<file path="config.mk">
export PLATFORM = sky130hd
export DESIGN_NAME = fcse_front
export DESIGN_NICKNAME = d
export VERILOG_FILES = /design/src/sv/fcse_pkg.sv /design/src/sv/fcse_front.sv
export SDC_FILE = /design/constraint.sdc
export NUM_CORES = 1
export LEC_CHECK = 0
export BUFFER_PORTS_ARGS = -buffer_cell sky130_fd_sc_hd__buf_2
export CAP_MARGIN = 10
export CELL_PAD_IN_SITES_DETAIL_PLACEMENT = 1
export CELL_PAD_IN_SITES_GLOBAL_PLACEMENT = 1
export CORE_AREA = 2 2 87 89
export CTS_BUF_LIST = sky130_fd_sc_hd__clkbuf_8
export DETAILED_ROUTE_END_ITERATION = 6
export DIE_AREA = 0 0 89 91
export GPL_TIMING_DRIVEN = 0
export PLACE_DENSITY = 0.93
export REMOVE_ABC_BUFFERS = 1
export SYNTH_ARGS = -nofsm -noshare
export SYNTH_HDL_FRONTEND = slang
export SYNTH_SLANG_ARGS = --single-unit
</file>
<file path="constraint.sdc">
create_clock -name clock -period 3.8 [get_ports clock]
set_clock_uncertainty 0.1 [all_clocks]
set_input_delay 0.19 -clock clock [delete_from_list [all_inputs] [get_ports clock]]
set_output_delay 0.19 -clock clock [all_outputs]
set_load 0.1 [all_outputs]
</file>
<file path="src/sv/fcse_pkg.sv">
// Shared types and constants for the fixed-capacity sequence engine.
`default_nettype none
package fcse_pkg;

   // Port widths of the request and response words
   localparam int REQ_TYPE_W = 3;
   localparam int POS_W      = 9;
   localparam int VALUE_W    = 32;
   localparam int COUNT_W    = 9;

   // Command queue between front and back
   localparam int QUEUE_DEPTH = 2;
   localparam int QPTR_W      = 1;
   localparam int QCNT_W      = 2;

   typedef enum logic [REQ_TYPE_W-1:0] {
      OP_INSERT_AT     = 3'd0,
      OP_INSERT_SORTED = 3'd1,
      OP_ERASE_AT      = 3'd2,
      OP_REMOVE_ALL    = 3'd3,
      OP_GET           = 3'd4,
      OP_SET           = 3'd5,
      OP_FIND          = 3'd6,
      OP_NONE          = 3'd7
   } op_type;

   typedef enum logic [2:0] {
      ST_IDLE,
      ST_SCAN,
      ST_SHIFT_UP,
      ST_SHIFT_DN,
      ST_GET
   } state_type;

   // Head of the command queue as seen by the back end
   typedef struct packed {
      logic   valid;
      op_type op;
   } cmd_ctl_type;

endpackage
`default_nettype wire

</file>
<file path="src/sv/fcse_front.sv">
// Front end: takes request words, decodes the opcode, queues commands.
`default_nettype none
module fcse_front #(
   parameter int WORD_BITS = 32
) (
   input  wire logic                                  clock,
   input  wire logic                                  reset,
   input  wire logic                                  start,
   output logic                                       busy,
   input  wire logic [fcse_pkg::REQ_TYPE_W-1:0]       req_type,
   input  wire logic [fcse_pkg::POS_W-1:0]            req_position,
   input  wire logic [fcse_pkg::VALUE_W-1:0]          req_value,
   output fcse_pkg::cmd_ctl_type                      cmd_ctl,
   output logic      [fcse_pkg::POS_W-1:0]            cmd_pos,
   output logic      [WORD_BITS-1:0]                  cmd_val,
   input  wire logic                                  cmd_pop
);

   fcse_pkg::op_type               q_op_ff  [fcse_pkg::QUEUE_DEPTH];
   logic [fcse_pkg::POS_W-1:0]     q_pos_ff [fcse_pkg::QUEUE_DEPTH];
   logic [WORD_BITS-1:0]           q_val_ff [fcse_pkg::QUEUE_DEPTH];
   logic [fcse_pkg::QPTR_W-1:0]    wr_ptr_ff, wr_ptr_in;
   logic [fcse_pkg::QPTR_W-1:0]    rd_ptr_ff, rd_ptr_in;
   logic [fcse_pkg::QCNT_W-1:0]    q_cnt_ff, q_cnt_in;
   fcse_pkg::op_type               dec_op;
   logic                           push;
   logic                           pop;

   // every 3-bit code maps onto an opcode; the unused one is OP_NONE
   always_comb begin
      dec_op = fcse_pkg::op_type'(req_type);
   end

   assign busy  = (q_cnt_ff == fcse_pkg::QCNT_W'(fcse_pkg::QUEUE_DEPTH));
   assign push  = start && !busy;
   assign pop   = cmd_pop && (q_cnt_ff != '0);

   assign cmd_ctl.valid = (q_cnt_ff != '0);
   assign cmd_ctl.op    = q_op_ff[rd_ptr_ff];
   assign cmd_pos       = q_pos_ff[rd_ptr_ff];
   assign cmd_val       = q_val_ff[rd_ptr_ff];

   always_comb begin
      wr_ptr_in = push ? wr_ptr_ff + 1'b1 : wr_ptr_ff;
      rd_ptr_in = pop  ? rd_ptr_ff + 1'b1 : rd_ptr_ff;
      q_cnt_in  = q_cnt_ff;
      if (push && !pop) begin
         q_cnt_in = q_cnt_ff + 1'b1;
      end else if (pop && !push) begin
         q_cnt_in = q_cnt_ff - 1'b1;
      end
   end

   always_ff @(posedge clock) begin
      if (reset) begin
         wr_ptr_ff <= '0;
         rd_ptr_ff <= '0;
         q_cnt_ff  <= '0;
      end else begin
         wr_ptr_ff <= wr_ptr_in;
         rd_ptr_ff <= rd_ptr_in;
         q_cnt_ff  <= q_cnt_in;
      end
   end

   always_ff @(posedge clock) begin
      if (push) begin
         q_op_ff[wr_ptr_ff]  <= dec_op;
         q_pos_ff[wr_ptr_ff] <= req_position;
         q_val_ff[wr_ptr_ff] <= WORD_BITS'(req_value);
      end
   end

   a_q_bound: assert property (@(posedge clock) disable iff (reset)
      q_cnt_ff <= fcse_pkg::QCNT_W'(fcse_pkg::QUEUE_DEPTH))
      else $error("command queue over depth");

   a_q_ptrs: assert property (@(posedge clock) disable iff (reset)
      (q_cnt_ff == '0) |-> (wr_ptr_ff == rd_ptr_ff))
      else $error("empty queue with unequal pointers");

   a_q_push_full: assert property (@(posedge clock) disable iff (reset)
      (busy && !pop) |=> (q_cnt_ff == fcse_pkg::QCNT_W'(fcse_pkg::QUEUE_DEPTH)))
      else $error("full queue lost an entry");

endmodule
`default_nettype wire

</file>
* Yosys cells after proc, flatten, opt, wreduce, memory -nomap -nowiden
Memories as Yosys holds them, arrays and structs flattened. A register that Yosys moved wholly into a read port is not among the register bits. Cells that the tools add are included.
Cells by class: add/sub/neg operators 4, multipliers 0, div/mod/pow operators 0, magnitude comparators 0, equality and inequality tests 1, shifts and indexed selects 0, muxes and demuxes 10, bitwise gates (word level) 0, reductions and logical operators 9
Operators with widths (count):
- $mux W1 | 8
- $logic_and A1 B1 Y1 | 4
- $mux W2 | 2
- $reduce_bool A2 Y1 | 2
- $logic_not A1 Y1 | 3
- $add A1 B1 Y1 const B | 2
- $add A2 B1 Y2 const B | 1
- $eq A2 B2 Y1 const B | 1
- $sub A2 B1 Y2 const B | 1
Storage, ports and cells: bits in registers 4, latch bits 0, bits in writable memories 88, ROM bits 0, input bits 48, output and inout bits 46, logic and storage cells 30, memories kept 3
Memory list:
- q_val_ff | depth 2, bits a word 32, read ports 1, clocked after memory_dff 1, write ports 1, line fcse_front.sv:21 | logic [WORD_BITS-1:0] q_val_ff [fcse_pkg::QUEUE_DEPTH];
- q_pos_ff | depth 2, bits a word 9, read ports 1, clocked after memory_dff 1, write ports 1, line fcse_front.sv:20 | logic [fcse_pkg::POS_W-1:0] q_pos_ff [fcse_pkg::QUEUE_DEPTH];
- q_op_ff | depth 2, bits a word 3, read ports 1, clocked after memory_dff 1, write ports 1, line fcse_front.sv:19 | fcse_pkg::op_type q_op_ff [fcse_pkg::QUEUE_DEPTH];

* Depth between registers and ports, before layout
Gate-level depths: netlist (run 1).
depth after elaboration 7, gate-level depth with buffers 6, gate-level depth less buffers 6

* Least setup slack after synthesis (run 1)
Ideal clock, no wire load.
path type register -> register, start point register q_cnt_ff[1] (netlist name), end point memory q_op_ff[1][0] (netlist name), enable pin, library setup time 0.459 ns, data arrival time 1.999 ns, required time 3.241 ns, path slack 1.242 ns, stages on the path, launching flop included 4, path buffers 0, clock period less this slack 2.558 ns, path through dfxtp_1 > nor2b_2 > nor2_1 > and2_1
Between the ends: word-level cells in the longest chain between the ends 5
RTL lines:
- start, declared | line fcse_front.sv:24 | logic [fcse_pkg::QCNT_W-1:0] q_cnt_ff, q_cnt_in;
- start signal, assigned | line fcse_front.sv:62 | q_cnt_ff <= q_cnt_in;
- $eq A2 B2 Y1 | line fcse_front.sv:34 | assign busy = (q_cnt_ff == fcse_pkg::QCNT_W'(fcse_pkg::QUEUE_DEPTH));
- via busy | line fcse_front.sv:9 | output logic busy,
- $logic_not A1 Y1 | line fcse_front.sv:35 | assign push = start && !busy;
- $logic_and A1 B1 Y1 | line fcse_front.sv:35
- $mux W1 | line fcse_front.sv:67 | if (push) begin
- $mux W1 (implied by the code) | line fcse_front.sv:68 | q_op_ff[wr_ptr_ff] <= dec_op;
- end, declared | line fcse_front.sv:19
The timed path passes the listed nets, and every way through them passes these cells.

==> reports/metrics.yaml, run 1 <==
tritoncts: "done"
r2r_slack_ns: 1.84
global_route.overflow_total: 0
dr.pass1.iters: 4
clockBufferDepth: 2
antenna_found_initial: 0
row_count: 31
clkSlewWorstSetupHoldPaths_ns: 0.09
crit_path_max_incr_delay_ns: 0.67
drc_violations_left: 0
cp_data_required_time_ns: 3.51
die_width_um: 89
synth_area_per_cell_sq_um: 20.9
yosys.cell_types.count: 14
critical-path-slowest-cell: "dfxtp_2"
drt-vias-per-instance: 4.75
min_period_over_period_pct: 58.4
timing.final.max_slew_violations: 0
numCtsBuffers: 9
worst-path-max-fanout: 25
synthAdderAreaFrac_pct: 0.370
design.die.area_sq_um: 8100
tightest_slew_ns: 0.538
first_global_vias: 2250
layout-drive-gt1-share_pct: 51.0
critPathKind: "reg -> out"
crit_path_cell_trace: "buf_12, mux2_2, buf_2"
compound_gate_fraction_of_synth_area_pct: 0.740
final.setup.tns_ns: 0
critPathBufInv: 2
yosys_register_bits: 93
ir_drop_uv: 520
pwr_density_cell_nw_per_um2: 827
achievable-frequency_mhz: 451
path_delay_family: "flip-flops"
routedWlPerCell_um: 16.9
synth_top_family_by_area: "multiplexers"
maxCapViolations: 0
ctsHoldBuffers: 45
clockRootBuffer: "clkbuf_8"
post_cts_resized: 0
report.final.hold_viol_count: 0
synth_area_sq_um: 3380
setup_violations: 0
drt-total-wl_um: 6980
cts.htree.levels: 3
placed_cells: 352
clock_latency_ns: 0.34
synth.area.mux_share_pct: 14.6
grt_first_pass_wirelength_um: 10900
initial_core_util_pct: 47.4
grt_max_degree: 27
post-route-cell-area_sq_um: 4650
crit_arrival_ns: 1.93
place.detailed.hpwl_um: 4200
layout.cells.non_filler: 413
critPathLaunchType: "register"
place.gp.congestion: 0.662
n_antenna_cell: 0
yosys.area_share.xor_xnor_pct: 0.777
cts.sinks: 93
rsz0062_at_grt: "no"
grt_use_total_pct: 18.0
final_critical_path_time_including_i_o_delays_and_setup_ns: 2.22
ys.warnings.count: 0
hold_path.class: "in -> reg"
num_vias: 1962
floorplan.core_area_sq_um: 7140
max_slew_margin_pct: 64.1
ant_nets: 0
synth_cells: 162
ioPinCount: 94
synthSimpleGateAreaFrac_pct: 1.44
outcome: "complete, no violations"
power.static_leakage_uw: 0.00176
first_iter_violations: 79
endpoint_kind: "primary output"
areaGrowthSynthToFinish_pct: 37.5
seq_area_frac_synth_pct: 81.1
portBuffers: 93
die_h_um: 91
fin_nets: 358
placedInstanceArea_sq_um: 4010
cts.repair_timing.setup_buffer_count: 0
## through the flow
stage	worst slack (ns)	utilization [%]	hold slack, ns	total power [uW]
floorplan	1.24	-	0.159	2910
global placement	0.936	55.3	0.277	3150
detailed placement	1.84	56.2	0.282	3210
CTS	1.54	65.2	0.135	3860
global route	1.48	65.2	0.216	3990
finish	1.58	65.2	0.184	3850
## layout by cell type (no fill, tap or decap)
| cell | count |
|---|---|
| a21oi_1 | 2 |
| and2_2 | 1 |
| buf_12 | 3 |
| buf_2 | 93 |
| bufinv_16 | 1 |
| clkbuf_8 | 9 |
| clkinv_2 | 2 |
| clkinv_4 | 1 |
| clkinvlp_4 | 2 |
| dfxtp_1 | 4 |
| dfxtp_2 | 1 |
| dlygate4sd3_1 | 45 |
| edfxtp_1 | 88 |
| ha_1 | 1 |
| inv_1 | 2 |
| inv_2 | 1 |
| mux2_2 | 44 |
| nor2_1 | 4 |
| nor2b_2 | 1 |
| o21ai_0 | 3 |
| or2_2 | 1 |
| or3_1 | 2 |
| xor2_1 | 3 |
## metal layers
| layer | vias to the layer above | track usage [%] | wire length [um] |
|---|---|---|---|
| met5 | - | 0 | 0 |
| met4 | 0 | 7.71 | 153 |
| met3 | 14 | 4.00 | 308 |
| met2 | 62 | 32.9 | 3900 |
| met1 | 966 | 19.5 | 2620 |
| li1 | 920 | - | - |
## worst paths after layout
check,start,end,cells after the start
hold reg to reg,rd_ptr_ff,register,2
hold / removal,start,wr_ptr_ff,4
setup reg to reg,q_cnt_ff[0],q_pos_ff[0][5],4
setup / recovery,register,cmd_val[7],3
## flip-flops by register name (all words and copies together) (netlist names), named ones only
register   cells
q_val_ff      64
q_cnt_ff       2
rd_ptr_ff      1
q_op_ff        6
q_pos_ff      18
wr_ptr_ff      1
## where the power goes
group,total [uW],switching (uW),internal (uW)
clock,629,328,300
sequential,1360,75.5,1290
combinational,1850,1480,375
total,3850,1880,1960
## worst min-delay path: cells and delay by family
family,cells,cell delay (ns)
buffers and inverters,2,0.13
AO/OA/AOI/OAI,2,0.27
## synthesized netlist by cell type (all sizes together)
| cell | count | area, sq um |
|---|---|---|
| and2 | 1 | 6.26 |
| a21oi | 2 | 10.0 |
| mux2 | 44 | 495 |
| or2 | 1 | 6.26 |
| nor2 | 4 | 15.0 |
| buf | 5 | 25.0 |
| dfxtp | 5 | 100 |
| inv | 2 | 7.51 |
| edfxtp | 88 | 2640 |
| or3 | 2 | 12.5 |
| nor2b | 1 | 8.76 |
| xor2 | 3 | 26.3 |
| ha | 1 | 12.5 |
| o21ai | 3 | 15.0 |
## layout make-up
cell class	count	area, sq um
well taps	99	124
repair buffers	141	976
multi-input cells	62	609
flip-flops and latches	93	2740
inverters	2	7.51
fillers	677	2480
clock buffers	9	124
clock inverters	7	67.6
## logic make-up (layout without fill, tap and decap cells)
family / Yosys count / count (layout)
fa+ha+maj: 1 / 1
flops: 93 / 93
simple gates: 9 / 9
mux: 44 / 44
xor+xnor: 3 / 3
buf+inv: 7 / 159
compound gates: 5 / 5
Note: power is estimated with default switching activity, not from simulation.
==> run 2: changes to the inputs <==
--- a/config.mk
+++ b/config.mk
@@ -5,16 +5,17 @@
 export SDC_FILE = /design/constraint.sdc
 export NUM_CORES = 1
 export LEC_CHECK = 0
+export ABC_AREA = 1
 export BUFFER_PORTS_ARGS = -buffer_cell sky130_fd_sc_hd__buf_2
 export CAP_MARGIN = 10
 export CELL_PAD_IN_SITES_DETAIL_PLACEMENT = 1
 export CELL_PAD_IN_SITES_GLOBAL_PLACEMENT = 1
-export CORE_AREA = 2 2 87 89
+export CORE_AREA = 2 2 92 94
 export CTS_BUF_LIST = sky130_fd_sc_hd__clkbuf_8
 export DETAILED_ROUTE_END_ITERATION = 6
-export DIE_AREA = 0 0 89 91
+export DIE_AREA = 0 0 94 96
 export GPL_TIMING_DRIVEN = 0
-export PLACE_DENSITY = 0.93
+export PLACE_DENSITY = 0.89
 export REMOVE_ABC_BUFFERS = 1
 export SYNTH_ARGS = -nofsm -noshare
 export SYNTH_HDL_FRONTEND = slang
==> constraint.sdc (replaced) <==
create_clock -name clock -period 2.21 [get_ports clock]
set_clock_uncertainty 0.1 [all_clocks]
set_input_delay 0.1105 -clock clock [delete_from_list [all_inputs] [get_ports clock]]
set_output_delay 0.1105 -clock clock [all_outputs]
set_load 0.1 [all_outputs]
==> run 2 against run 1 <==
Net effect:
- synthesized area increased by 7.1%
- core utilization fell by 4.9 points
- via count rose by 3.0%
- critical path type unchanged
- largest power group unchanged
- critical endpoint is now cmd_val[4]
- first-iteration DRC count fell by 37%
- setup slack worse by 1.4 ns
- critical path depth unchanged
- global-route usage is 1.6 points lower
- count of clock-buffer cells in the layout did not move
- non-clock buffer count increased by 2
- routed wire length rose by 5.4%
==> reports/metrics.yaml, run 2 <==
synth_cells: 174  # +7.4%
placement.setup.worst_slack_ns: 0.357  # -1.48 ns
synth_area_per_cell_sq_um: 20.8  # -0.29%
synth.top_cell.area_share_pct: 72.9  # -5.2 points
layout.filler_cells: 769  # +14%
floorplan.core_area_sq_um: 8050  # +13%
dr.pass1.iters: 4  # unchanged
pwr_density_cell_nw_per_um2: 1320  # +59%
yosysMostFrequentCell: "edfxtp_1"
crit_path_cell_trace: "buf_12, mux2_4, buf_2"
async_set_or_reset_register_ratio_after_synthesis_pct: 0  # unchanged
placed_cells: 369  # +4.8%
design.die.area_sq_um: 9020  # +11%
routedWlPerCell_um: 17.0  # +0.49%
grt_max_degree: 32  # +19%
achievable-frequency_mhz: 504
post_cts_resized: 0  # unchanged
final_critical_path_time_including_i_o_delays_and_setup_ns: 1.98
fin_nets: 372  # +3.9%
n_antenna_cell: 0  # unchanged
die_h_um: 96  # +5.5%
cts.htree.levels: 3  # unchanged
initial_core_util_pct: 45.0  # -2.4 points
biggest_area_consumer_among_synthesized_cells: "edfxtp_1"
clkSlewWorstSetupHoldPaths_ns: 0.09  # about the same
hold_path.class: "in -> reg"
tightest_slew_ns: 0.734  # +0.196 ns
placedInstanceArea_sq_um: 4200  # +4.6%
clock_latency_ns: 0.33  # about the same
post_synth_most_frequent_cells: "88 x edfxtp_1, 40 x mux2_4, 8 x inv_1, 8 x nor2_1, 7 x nand2_1"
postLayoutSetupSlackWorst_ns: 0.226  # -1.36 ns
endpoint_kind: "primary output"
layout-drive-gt1-share_pct: 48.2  # -2.8 points
cp_data_required_time_ns: 2.00  # -1.51 ns
synth_area_sq_um: 3620  # +7.1%
critical-path-slowest-cell: "dfxtp_4"
multi_input_comb_area_sq_um: 774  # +27%
maxCapViolations: 0  # unchanged
clockBufferDepth: 2  # unchanged
power.static_leakage_uw: 0.00194  # +9.8%
rsz0062_at_grt: "no"
yosys.cell_types.count: 15  # +1
drt-vias-per-instance: 4.67  # -1.8%
most-common-layout-cells: "93 x buf_2, 88 x edfxtp_1, 46 x dlygate4sd3_1"
ys.warnings.count: 0  # unchanged
layout.cells.non_filler: 433  # +4.8%
global_route.overflow_total: 0  # unchanged
outcome: "complete, no violations"
crit_arrival_ns: 1.77  # -0.16 ns
setup_violations: 0  # unchanged
timing.final.max_slew_violations: 0  # unchanged
place.detailed.hpwl_um: 4380  # +4.4%
clockRootBuffer: "clkbuf_8"
worst-path-max-fanout: 22  # -12%
cts.sinks: 93  # unchanged
die_width_um: 94  # +5.6%
ant_nets: 0  # unchanged
top_register: "q_val_ff"
grt_use_total_pct: 16.4  # -1.6 points
drc_violations_left: 0  # unchanged
num_vias: 2021  # +3.0%
antenna_found_initial: 0  # unchanged
areaGrowthSynthToFinish_pct: 34.0
report.final.hold_viol_count: 0  # unchanged
first_global_vias: 2241  # -0.40%
portBuffers: 93  # unchanged
post-route-cell-area_sq_um: 4860  # +4.4%
ir_drop_uv: 993  # +91%
top_regs: "q_val_ff x64, q_pos_ff x18, q_op_ff x6"
crit_path_max_incr_delay_ns: 0.54  # -0.13 ns
min_period_over_period_pct: 89.8
largest_register_ffs: 64  # unchanged
ioPinCount: 94  # unchanged
register_area_sq_um: 2750  # about the same
grt_first_pass_wirelength_um: 10900  # unchanged
yosys_register_bits: 93  # unchanged
critPathLaunchType: "register"
row_count: 33  # +6.5%
synthTopCellsByArea: "edfxtp_1 73%, mux2_4 17%, dfxtp_1 2.8%"
tritoncts: "done"
max_slew_margin_pct: 50.9  # -13 points
drt-total-wl_um: 7360  # +5.4%
synth_enable_flop_cells: 88  # unchanged
critPathKind: "reg -> out"
numCtsBuffers: 9  # unchanged
first_iter_violations: 50  # -37%
seq_area_frac_synth_pct: 75.7  # -5.4 points
layout.cells.most_common: "buf_2"
dominantRegCellSynth: "edfxtp_1"
place.gp.congestion: 0.644  # -2.8%
[run 2: area by class of cell]
cell class              count  area share [%]
flip-flops and latches     93            56.6
multi-input cells          68            15.9
inverters                   8           0.618
clock buffers               9            2.55
well taps                 105            2.71
repair buffers            143            20.8
clock inverters             7           0.850
[run 2: critical path: cells and delay by family (launching register included)]
family / cells / cell delay, ns
DFF: 1 / 0.54
buffers and inverters: 2 / 0.55
muxes: 1 / 0.32
[run 2: where the power goes]
group,internal (uW),switching [uW],total (uW),leakage [uW]
Combinational,715,2370,3090,0.000991
Clock,402,560,961,0.0000821
Sequential,2230,122,2350,0.000863
Total,3350,3050,6400,0.00194
[run 2: path summary, 6_finish.rpt]
kind	slack, ns	from	to	cells after the start
max	0.23	register	cmd_val[4]	3
min	0.11	start	wr_ptr_ff	4
max reg2reg	0.38	q_cnt_ff[1]	q_val_ff[1][0]	4
min reg2reg	0.44	rd_ptr_ff	rd_ptr_ff	2
[run 2: layer usage]
layer / routed length [um] / vias to the layer above / global-route usage, %
met5: 0 / - / 0
met4: 89 / 0 / 7.00
met3: 261 / 8 / 3.45
met2: 4330 / 66 / 32.6
met1: 2670 / 990 / 16.5
li1: - / 957 / -
[run 2: timing repair]
action	in CTS	in global routing
buffers inserted	1	1
setup endpoints to repair	44	19
endpoints found under the hold margin	93	0
hold buffers	46	0
cloned	0	0
[run 2: cells by family (layout without fill, tap and decap cells)]
group,count (synthesis),in the layout,synth area share (%)
flops,93,93,75.7
fa+ha+maj,1,1,0.345
compound gates,5,5,0.794
buf+inv,13,167,3.35
mux,44,44,17.8
simple gates,18,18,2.00
[run 2: stage by stage]
stage / hold WS, ns / total power, uW / setup TNS (ns) / utilization, %
floorplan: 0.109 / 4950 / -73.91 / -
global placement: 0.198 / 5340 / -199.85 / 51.3
detailed placement: 0.202 / 5380 / 0 / 52.1
CTS: 0.0968 / 6430 / 0 / 60.1
global route: 0.171 / 6640 / 0 / 60.3
finish: 0.107 / 6400 / 0 / 60.3
==> run 3: changes to the inputs <==
--- a/config.mk
+++ b/config.mk
@@ -15,7 +15,8 @@
 export DETAILED_ROUTE_END_ITERATION = 6
 export DIE_AREA = 0 0 94 96
 export GPL_TIMING_DRIVEN = 0
-export PLACE_DENSITY = 0.89
+export PLACE_DENSITY_LB_ADDON = 0.1
+export RECOVER_POWER = 100
 export REMOVE_ABC_BUFFERS = 1
 export SYNTH_ARGS = -nofsm -noshare
 export SYNTH_HDL_FRONTEND = slang
==> run 3 against run 2 <==
Net effect:
- critical path depth stayed put
- sequential power hardly changed
- clock power is 13% higher
- worst hold slack better by 0.0091 ns
- power is 1.5% higher
- flip-flop and latch count stayed put
- die area stayed put
- global-route usage is 0.30 points higher
- combinational power hardly changed
- routed wire length is 3.4% lower
- sequential share of layout area is 0.29 points higher
- register-to-register slack better by 0.12 ns
- largest power group unchanged
==> reports/metrics.yaml, run 3 (same netlist as run 2, synthesis figures left out) <==
outcome: "complete, no violations"
worst-path-max-fanout: 22  # unchanged
clkSlewWorstSetupHoldPaths_ns: 0.09  # about the same
tritoncts: "done"
first_iter_violations: 46  # -8.0%
top_register: "q_val_ff"
cts.sinks: 93  # unchanged
clock_latency_ns: 0.35  # +0.02 ns
clockBufferDepth: 2  # unchanged
layout.cells.non_filler: 433  # unchanged
grt_use_total_pct: 16.7  # +0.30 points
die_h_um: 96  # unchanged
layout.cells.most_common: "edfxtp_1"
maxCapViolations: 0  # unchanged
row_count: 33  # unchanged
die_width_um: 94  # unchanged
post-layout-total-power_uw: 6500  # +1.5%
routedWlPerCell_um: 16.4  # -3.4%
tightest_slew_ns: 0.558  # -0.176 ns
drc_violations_left: 0  # unchanged
areaGrowthSynthToFinish_pct: 33.3
critPathLaunchType: "register"
first_global_vias: 2218  # -1.0%
ir_drop_uv: 643  # -35%
post_cts_resized: 0  # unchanged
layout-drive-gt1-share_pct: 38.4  # -9.8 points
fin_nets: 372  # unchanged
pwr_density_cell_nw_per_um2: 1340  # +2.0%
most-common-layout-cells: "88 x edfxtp_1, 46 x dlygate4sd3_1, 40 x mux2_4"
endpoint_kind: "primary output"
layout.filler_cells: 760  # -1.2%
power.static_leakage_uw: 0.00186  # -3.7%
timing.critical_path.to: "cmd_val[22]"
top_regs: "q_val_ff x64, q_pos_ff x18, q_op_ff x6"
ant_nets: 0  # unchanged
reg2reg_depth: 4  # unchanged
cp_data_required_time_ns: 2.00  # about the same
critPathKind: "reg -> out"
reg2reg_to: "q_val_ff[1][1]"
timing.final.max_slew_violations: 0  # unchanged
place.gp.congestion: 0.623  # -3.2%
antenna_found_initial: 0  # unchanged
hold_path_cell_cnt: 4  # unchanged
global_route.overflow_total: 0  # unchanged
placement.setup.worst_slack_ns: 0.348  # -0.00964 ns
max_slew_margin_pct: 62.9  # +12 points
placed_cells: 369  # unchanged
min_period_over_period_pct: 93.2  # +3.5 points
grt_max_degree: 30  # -6.3%
placedInstanceArea_sq_um: 4190  # -0.18%
worst_r2r_startpoint: "q_cnt_ff[1]"
drt-vias-per-instance: 4.64  # -0.59%
largest_register_ffs: 64  # unchanged
hold_path.class: "in -> reg"
ioPinCount: 94  # unchanged
setup_violations: 0  # unchanged
r2r_slack_ns: 0.50  # +0.12 ns
rsz0062_at_grt: "no"
floorplan.core_area_sq_um: 8050  # unchanged
postLayoutSetupSlackWorst_ns: 0.149  # -0.0767 ns
portBuffers: 93  # unchanged
n_antenna_cell: 0  # unchanged
final.setup.tns_ns: 0  # unchanged
crit_arrival_ns: 1.85  # +0.08 ns
num_vias: 2009  # -0.59%
dr.pass1.iters: 3  # -1
grt_first_pass_wirelength_um: 11000  # +0.89%
post-route-cell-area_sq_um: 4830  # -0.52%
clockRootBuffer: "clkbuf_8"
final_critical_path_time_including_i_o_delays_and_setup_ns: 2.06  # +0.0767 ns
numCtsBuffers: 9  # unchanged
initial_core_util_pct: 45.0  # unchanged
report.final.hold_viol_count: 0  # unchanged
place.detailed.hpwl_um: 4350  # -0.79%
drt-total-wl_um: 7110  # -3.4%
design.die.area_sq_um: 9020  # unchanged
cts.htree.levels: 3  # unchanged
achievable-frequency_mhz: 485  # -3.7%
## run 3: cell count changes in the layout (fill, tap and decap cells not counted), moves of 2 or more
cell,before,now
clkbuf_1,0,33
buf_2,93,20
clkinv_2,1,3
clkinv_1,3,1
clkbuf_2,0,39
## run 3: per-stage QoR
stage,hold WS [ns],utilization [%]
2_1_floorplan,0.109,-
3_3_place_gp,0.198,51.3
3_5_place_dp,0.202,52.0
4_1_cts,0.0988,60.3
5_1_grt,0.116,60.0
6_report,0.116,60.0
## run 3: report_power, final
group | switching (uW) | total [uW] | internal, uW
logic | 2370 | 3070 | 696
registers | 115 | 2340 | 2230
clock network | 570 | 1090 | 517
total | 3060 | 6500 | 3440
## run 3: final cells by class
type | count | area [sq um] | share of cell area, %
multi-input combinational | 68 | 774 | 16.0
timing repair buffer | 143 | 958 | 19.8
sequential | 93 | 2750 | 56.9
clock inverter | 7 | 66.3 | 1.37
inverter | 8 | 30.0 | 0.622
clock buffer | 9 | 124 | 2.56
tap | 105 | 131 | 2.72
## run 3: metal layers
layer | vias to the layer above | GRT usage [%] | part of all wire [%]
li1 | 962 | - | -
met1 | 983 | 18.6 | 40
met2 | 54 | 31.0 | 55
met3 | 10 | 3.52 | 3.8
met4 | 0 | 7.25 | 1.4
met5 | - | 0 | 0
## run 3: worst min path at each step
stage	endpoint	from	slack, ns
after global routing	wr_ptr_ff	start	0.12
after CTS	wr_ptr_ff	start	0.1
final	wr_ptr_ff	start	0.12
after global placement	q_val_ff[0][18]	req_value[18]	0.20
after detailed placement	q_val_ff[0][24]	req_value[24]	0.20
after floorplan	q_op_ff[0][0]	req_type[0]	0.11
## run 3: critical path: stages (launching register included)
cell and delay (ns):
dfxtp_4 0.53, buf_12 0.25, mux2_4 0.32, clkbuf_2 0.37
## run 3: repair_timing
item,CTS,global route
endpoints found under the setup margin,44,13
endpoints found under the hold margin,93,0
hold buffers,46,0
cloned,0,0
setup buffers,1,1
